==> src/sv/e8e9sd_pkg.sv <==
// Package for the E8/E9 call and jump address decoder.
// Holds the output queue entry type and the pattern constants; no dependencies.
`default_nettype none

package e8e9sd_pkg;

  localparam int unsigned WIN_LEN = 6;
  localparam int unsigned QUE_LEN = 7;
  localparam int unsigned HDR_LEN = 4;

  localparam logic [7:0] OP_CALL  = 8'hE8;
  localparam logic [7:0] OP_JMP   = 8'hE9;
  localparam logic [7:0] OP_ESC   = 8'h0F;
  localparam logic [3:0] OP_JCC   = 4'h8;
  localparam logic [7:0] TAIL_POS = 8'h00;
  localparam logic [7:0] TAIL_NEG = 8'hFF;
  localparam logic [7:0] ADDR_XOR = 8'hB0;

  typedef struct packed {
    logic       last;
    logic [7:0] data;
  } beat_t;

endpackage

`default_nettype wire

==> src/sv/e8e9_stream_decode.sv <==
// Top level of the E8/E9 call and jump address decoder.
// Uses e8e9sd_pkg for the queue entry type and the opcode constants.
//
//   channel | dir | tdata fields (low bit up) | tlast
//   in_     | in  | byte [7:0]                | last byte of stream
//   out_    | out | byte [7:0]                | last decoded byte
//
// An input transaction is decoded in the cycle it is accepted and its results
// land in a seven-entry output queue, so one byte is taken every cycle while
// the consumer keeps up. in_tready is high while the queue holds at most one
// entry; a final byte can push up to six entries, which drain one a cycle
// while the consumer keeps up. Reset is synchronous and active low and clears
// the header, window and queue counters; there is no clearing pass.
`default_nettype none

module e8e9_stream_decode
  import e8e9sd_pkg::*;
#(
  parameter int unsigned BLOCK_BYTES = 65536
) (
  input  wire logic       clk,
  input  wire logic       rst_n,
  input  wire logic       in_tvalid,
  output logic            in_tready,
  input  wire logic [7:0] in_tdata,   // byte [7:0]
  input  wire logic       in_tlast,
  output logic            out_tvalid,
  input  wire logic       out_tready,
  output logic [7:0]      out_tdata,  // byte [7:0]
  output logic            out_tlast
);

  localparam int unsigned BLKW = $clog2(BLOCK_BYTES);

  logic [2:0]      hdr_r, hdr_nxt;
  logic [16:0]     base_r, base_nxt;
  logic [24:0]     off_r, off_nxt;
  logic [2:0]      fill_r, fill_nxt;
  logic [31:0]     pos_r, pos_nxt;
  logic [BLKW-1:0] blk_r, blk_nxt;
  logic [7:0]      win_r [WIN_LEN];
  logic [7:0]      win_nxt [WIN_LEN];
  beat_t           que_r [QUE_LEN];
  beat_t           que_nxt [QUE_LEN];
  logic [2:0]      cnt_r, cnt_nxt;

  logic        acc, pop, hdr_done, full, hit;
  logic        tail_ok, op_ok, in_blk;
  logic [7:0]  wn [WIN_LEN];
  logic [7:0]  wd [WIN_LEN];
  logic [24:0] addr, xd, hdr_base;
  logic [2:0]  fill_up, n, start, cp, sel;
  beat_t       pl [WIN_LEN];

  assign in_tready  = (cnt_r <= 3'd1);
  assign out_tvalid = (cnt_r != 3'd0);
  assign out_tdata  = que_r[0].data;
  assign out_tlast  = que_r[0].last;

  always_comb begin
    acc      = in_tvalid && in_tready;
    pop      = out_tvalid && out_tready;
    hdr_done = (hdr_r == 3'(HDR_LEN));
    full     = (fill_r == 3'd5);
    fill_up  = full ? 3'd5 : fill_r + 3'd1;
    hdr_base = {base_r, in_tdata};

    wn[0] = in_tdata;
    for (int i = 1; i < WIN_LEN; i++) begin
      wn[i] = win_r[i-1];
    end

    tail_ok = (wn[0] == TAIL_POS) || (wn[0] == TAIL_NEG);
    op_ok   = (wn[4] == OP_CALL) || (wn[4] == OP_JMP) ||
              ((wn[5] == OP_ESC) && (wn[4][7:4] == OP_JCC));
    in_blk  = (blk_r >= BLKW'(5));
    hit     = full && tail_ok && op_ok && in_blk;
    addr    = {wn[0][0], wn[3] ^ ADDR_XOR, wn[2] ^ ADDR_XOR, wn[1] ^ ADDR_XOR};
    xd      = addr - off_r;

    wd = wn;
    if (hit) begin
      wd[3] = xd[7:0];
      wd[2] = xd[15:8];
      wd[1] = xd[23:16];
      wd[0] = {8{xd[24]}};
    end

    if (acc && hdr_done) begin
      n = (full ? 3'd1 : 3'd0) + (in_tlast ? fill_up : 3'd0);
    end else begin
      n = 3'd0;
    end
    start = full ? 3'd0 : 3'd6 - fill_up;

    for (int j = 0; j < WIN_LEN; j++) begin
      sel = start + 3'(j);
      pl[j].data = 8'h00;
      for (int k = 0; k < WIN_LEN; k++) begin
        if (sel == 3'(k)) begin
          pl[j].data = wd[WIN_LEN-1-k];
        end
      end
      pl[j].last = in_tlast && (3'(j) == n - 3'd1);
    end

    cp = cnt_r - (pop ? 3'd1 : 3'd0);
    for (int i = 0; i < QUE_LEN; i++) begin
      if (pop && (i < QUE_LEN - 1)) begin
        que_nxt[i] = que_r[i+1];
      end else begin
        que_nxt[i] = que_r[i];
      end
      for (int j = 0; j < WIN_LEN; j++) begin
        if (({1'b0, cp} + 4'(j) == 4'(i)) && (3'(j) < n)) begin
          que_nxt[i] = pl[j];
        end
      end
    end
    cnt_nxt = cp + n;

    hdr_nxt  = hdr_r;
    base_nxt = base_r;
    off_nxt  = off_r;
    fill_nxt = fill_r;
    pos_nxt  = pos_r;
    blk_nxt  = blk_r;
    win_nxt  = win_r;
    if (acc) begin
      if (!hdr_done) begin
        base_nxt = hdr_base[16:0];
        hdr_nxt  = hdr_r + 3'd1;
        if (hdr_r == 3'(HDR_LEN - 1)) begin
          off_nxt = hdr_base + 25'd1;
        end
      end else begin
        win_nxt  = wd;
        fill_nxt = fill_up;
        pos_nxt  = pos_r + 32'd1;
        off_nxt  = off_r + 25'd1;
        if ((blk_r == BLKW'(BLOCK_BYTES - 1)) || (pos_r == 32'hFFFF_FFFF)) begin
          blk_nxt = '0;
        end else begin
          blk_nxt = blk_r + BLKW'(1);
        end
      end
      if (in_tlast) begin
        hdr_nxt  = 3'd0;
        fill_nxt = 3'd0;
        pos_nxt  = 32'd0;
        blk_nxt  = '0;
      end
    end
  end

  always_ff @(posedge clk) begin
    if (!rst_n) begin
      hdr_r  <= 3'd0;
      fill_r <= 3'd0;
      pos_r  <= 32'd0;
      blk_r  <= '0;
      cnt_r  <= 3'd0;
    end else begin
      hdr_r  <= hdr_nxt;
      fill_r <= fill_nxt;
      pos_r  <= pos_nxt;
      blk_r  <= blk_nxt;
      cnt_r  <= cnt_nxt;
    end
  end

  always_ff @(posedge clk) begin
    base_r <= base_nxt;
    off_r  <= off_nxt;
    win_r  <= win_nxt;
    que_r  <= que_nxt;
  end

endmodule

`default_nettype wire

==> config.mk <==
export PLATFORM = sky130hd
export DESIGN_NAME = e8e9_stream_decode
export DESIGN_NICKNAME = d
export VERILOG_FILES = /design/src/sv/e8e9sd_pkg.sv /design/src/sv/e8e9_stream_decode.sv
export SDC_FILE = /design/constraint.sdc
export NUM_CORES = 1
export LEC_CHECK = 0
export BUFFER_PORTS_ARGS = -buffer_cell sky130_fd_sc_hd__buf_2
export CAP_MARGIN = 5
export CELL_PAD_IN_SITES_DETAIL_PLACEMENT = 1
export CELL_PAD_IN_SITES_GLOBAL_PLACEMENT = 2
export CORE_MARGIN = 3
export CORE_UTILIZATION = 43
export CTS_CLUSTER_DIAMETER = 60
export DETAILED_ROUTE_END_ITERATION = 12
export PLACE_DENSITY_LB_ADDON = 0.1
export SETUP_SLACK_MARGIN = 0.05
export SLEW_MARGIN = 20
export SYNTH_ARGS = -nofsm -noshare
export SYNTH_HDL_FRONTEND = slang
export SYNTH_SLANG_ARGS = --single-unit
==> constraint.sdc <==
create_clock -name clk -period 8.27 [get_ports clk]
set_clock_uncertainty 0.1 [all_clocks]
set_input_delay 1.654 -clock clk [delete_from_list [all_inputs] [get_ports clk]]
set_output_delay 1.654 -clock clk [all_outputs]
set_load 0.005 [all_outputs]
; ---- Word-level counts from Yosys, hierarchy flattened
; Cells that the tools add are included.
[word_totals]
register_bits = 202
inputBits = 13
[classes]
n_addsub = 22
n_lt_le_gt_ge = 8
eq_ne = 82
mux = 102
bitwise = 4
n_reduce_logical = 88
[op_table]
columns = cell, n
row1 = 2-to-1 mux 9 bit, 48
row2 = 2-to-1 mux 8 bit, 36
row3 = 2-to-1 mux 32 bit, 3
row4 = "equality test 4 x 3 -> 1 bit, second input constant", 15
row5 = logical AND 1 bit, 55
row6 = "equality test 3 bit, second input constant", 17
row7 = "adder 25 x 1 -> 25 bit, second input constant", 2
row8 = 2-to-1 mux 25 bit, 2
row9 = 2-to-1 mux 16 bit, 3
row10 = "equality test 3 x 2 -> 1 bit, second input constant", 15
row11 = nonzero test 7 bit, 6
row12 = "equality test 4 x 2 -> 1 bit, second input constant", 10
row13 = "adder 32 x 1 -> 32 bit, second input constant", 1
row14 = "equality test 32 bit, second input constant", 1
row15 = subtractor 25 bit, 1
row16 = "equality test 8 bit, second input constant", 3
row17 = zero test 4 bit, 6
row18 = 2-to-1 mux 3 bit, 8
row19 = "equality test 3 x 1 -> 1 bit, second input constant", 7
row20 = zero test 3 bit, 7
row21 = "equality test 4 x 1 -> 1 bit, second input constant", 5
row22 = "adder 16 x 1 -> 16 bit, second input constant", 1
row23 = "equality test 16 bit, second input constant", 1
row24 = "greater-or-equal comparator 16 x 3 -> 1 bit, second input constant", 1
row25 = 30 further kinds, 52

; ---- Logic depth before layout (Yosys ltp)
[logic_depth]
ltp_word = 17
mapped_depth = 20
mapped_depth_nobuf = 19

; ---- Least setup slack after synthesis
; No wires, ideal clock.
[synth_path]
path_type = input port to flip-flop
from = input in_tvalid
to = register que_r, in the netlist out_tlast (data pin)
setup_ns = 0.264
arrival_time_ns = 5.196
slack_ns = 2.710
cell_stages = 13
path_cell_list = nor3b_1 -> nand2_1 -> inv_1 -> clkbuf_1 -> o211ai_1 -> or3_1 -> clkbuf_1 -> nor2_1 -> a211oi_1 -> a211oi_1 -> a21oi_1 -> nand2_1 -> o21ai_0
[synth_lines]
columns = item, line_no
row1 = start: declaration, e8e9_stream_decode.sv:23  ; input wire logic in_tvalid,
row2 = end signal: assignment, e8e9_stream_decode.sv:176  ; que_r <= que_nxt;
row3 = end: declaration, e8e9_stream_decode.sv:43  ; beat_t que_r [QUE_LEN];

==> results.ini <==
[status]
run_status = completed

[synthesis]
syn_avg_cell_area_sq_um = 8.15
async_flop_share = 0
synth_commonest_cells = nand2_1, nor2_1, a21oi_1
synth-seq-area-share = 0.348
synth_top_area_cell = edfxtp_1
synth_top_cell_area_share = 0.276
synth_most_common_cell = nand2_1
synth_cell_types = 91
ys_ff_latch = 202
syn_nets = 1994
synth_cells = 1938
yosysWarnings = 0
synth-main-ff-cell = edfxtp_1
synth-edff-count = 145
netlist_area_sq_um = 15800
synth_area_leaders = edfxtp_1, dfxtp_1, nand2_1, nor2_1, a21oi_1

[timing]
finalHoldViolCount = 0
setup_tns_ps = 0
tightestPinTransition_ps = 1220
max_slew_margin = 0.186
setup_ws_ps = 2030
fin_crit_ps = 6240
rsz0062_at_grt = false
setup_violations = 0
drv_slew = 0
finalCritPeriodShare = 0.754
fmax_mhz = 160

[pwr]
vdd_drop_max_v = 0.000144
leakage_nw = 6.38
power_density_nw_per_um2 = 173

[placement]
portBuffers = 23
place.detailed.hpwl_mm = 51.6
place_ws_ps = 1740
gp_congestion = 1.02

[final_layout]
syn2layout_area_growth_pct = 10.1
antenna_cells = 0
fin_nets = 1988
drive_gt1_frac = 0.0916

[drt]
vias_per_cell = 6.88
firstDrtPassIters = 6
drc = 0
ant_nets = 0
drt_wl_total_mm = 71.2
drt_iter0_drc = 1877
wl_per_cell_um = 29.5
vias = 16600

[clock_tree]
ctsResizeCount = 0
cts_setup_buffers = 0
cts_tree = done
clockBufferDepth = 3
clkLatencyLatePin_ps = 600
holdBufCountCts = 0
htreeDepth = 1
cts-root-buf = clkbuf_16
cts_buffers = 30
clkSinkCount = 202
clk_pin_slew_ps = 60

[die]
die_h_um = 198
io_pins = 24
num_rows = 69
core_sq_um = 35900
dieArea_sq_um = 39100
start_util = 0.440
die_w_um = 198

[critical_path]
critPathArrivalTime_ps = 6430
path_class = input port to register
crit_path_end_kind = register
start_kind = input port
cp_max_fo = 12
required_ps = 8460

[global_routing]
antenna_found_initial = 1
grt_pass1_vias = 16300
grt_usage = 0.357
grt_remaining_overflow = 0
grt_pass1_wl_mm = 106
grt_max_degree = 50

[run]
maxCapViolCount = 0

[hold_path]
hold_path.class = register to register

==> worst max-delay path, cell delays in order <==
cell and delay (ps):
buf_2 90, nand2_1 400, inv_1 220, ha_1 250
ha_1 380, inv_1 170, nand2_1 450, clkinv_1 350
ha_1 440, nor2_1 220, o21ai_1 260, nor3_1 610
nor2_1 220, a221oi_1 330, a21oi_1 110, a21oi_1 140
a221oi_1 100
==> metrics by stage <==
step / cell area (sq um) / cells / hold slack (ps) / power (mW) / utilization
3_5_place_dp: 16400 / 2361 / 392 / 1.71 / 0.456
6_report: 17400 / 2416 / 398 / 3.01 / 0.484
2_1_floorplan: 15800 / 1938 / 324 / 1.54 / -
4_1_cts: 17400 / 2416 / 402 / 3.00 / 0.484
3_3_place_gp: 16400 / 2360 / 367 / 1.69 / 0.456
5_1_grt: 17400 / 2416 / 430 / 3.11 / 0.484
==> layout by cell type (no fill, tap or decap), types with 10 or more instances in the layout <==
cell type,netlist,layout
nand2_1,242,241
nor2_1,218,217
a21oi_1,156,155
edfxtp_1,145,145
o21ai_0,112,111
nand3_1,74,74
inv_1,71,70
dfxtp_1,57,54
xor2_1,49,49
nor3_1,46,46
mux2i_1,45,45
buf_4,10,45
ha_1,41,41
a211oi_1,39,38
xnor2_1,36,36
o211ai_1,36,36
o22ai_1,34,34
and3_1,33,33
clkbuf_16,0,31
a221oi_1,26,26
o221ai_1,23,23
buf_2,10,23
nand4_1,21,21
and2_1,20,20
a22oi_1,18,18
o31ai_1,17,17
a31oi_1,17,17
or3_1,17,16
nor2b_1,15,15
o21a_1,14,14
nand2b_1,12,12
a21o_1,11,11
a21boi_0,10,10
nor4_1,11,10
==> worst paths after layout <==
check	start	end	slack (ps)	cells after the start
max	out_tready	que_r[18]	2030	17
min	pos_r[29]	pos_r[29]	400	2
max reg2reg	cnt_r[2]	que_r[18]	2350	18
min reg2reg	pos_r[29]	pos_r[29]	400	2
==> power by group <==
group          switching (mW)  leakage, nW  internal, mW
Sequential             0.0431         1.78          1.18
Clock                   0.535        0.484         0.762
Combinational           0.342         4.11         0.144
==> layer usage <==
layer	track usage	routed length, um
met5	0	0
met4	0.201	5090
met3	0.0984	7590
met2	0.544	30700
met1	0.457	27800
==> layout make-up <==
type / count / area [sq um]
well taps: 461 / 577
fillers: 4364 / 18500
clock buffers: 36 / 805
clock inverters: 19 / 186
multi-input cells: 1554 / 9580
flip-flops and latches: 202 / 5500
repair buffers: 69 / 464
inverters: 75 / 282
==> state kept, by name, summed over array words and instances, names as in the netlist <==
signal     flops
que_r         54
pos_r         32
off_r         25
base_r        17
blk_r         16
wd            16
addr          15
win_r          9
out_tdata      8
cnt_r          3
fill_r         3
hdr_r          3
out_tlast      1
==> kinds of logic (layout without fill, tap and decap cells) <==
kind of cell    Yosys count  count (layout)  synth area share
buf+inv                 182             199            0.0479
compound gates          625             625             0.270
flops                   202             202             0.348
simple gates            746             746             0.216
mux                      55              55            0.0359
xor+xnor                 85              85            0.0471
fa+ha+maj                43              43            0.0350
(Power assumes the default switching activity.)
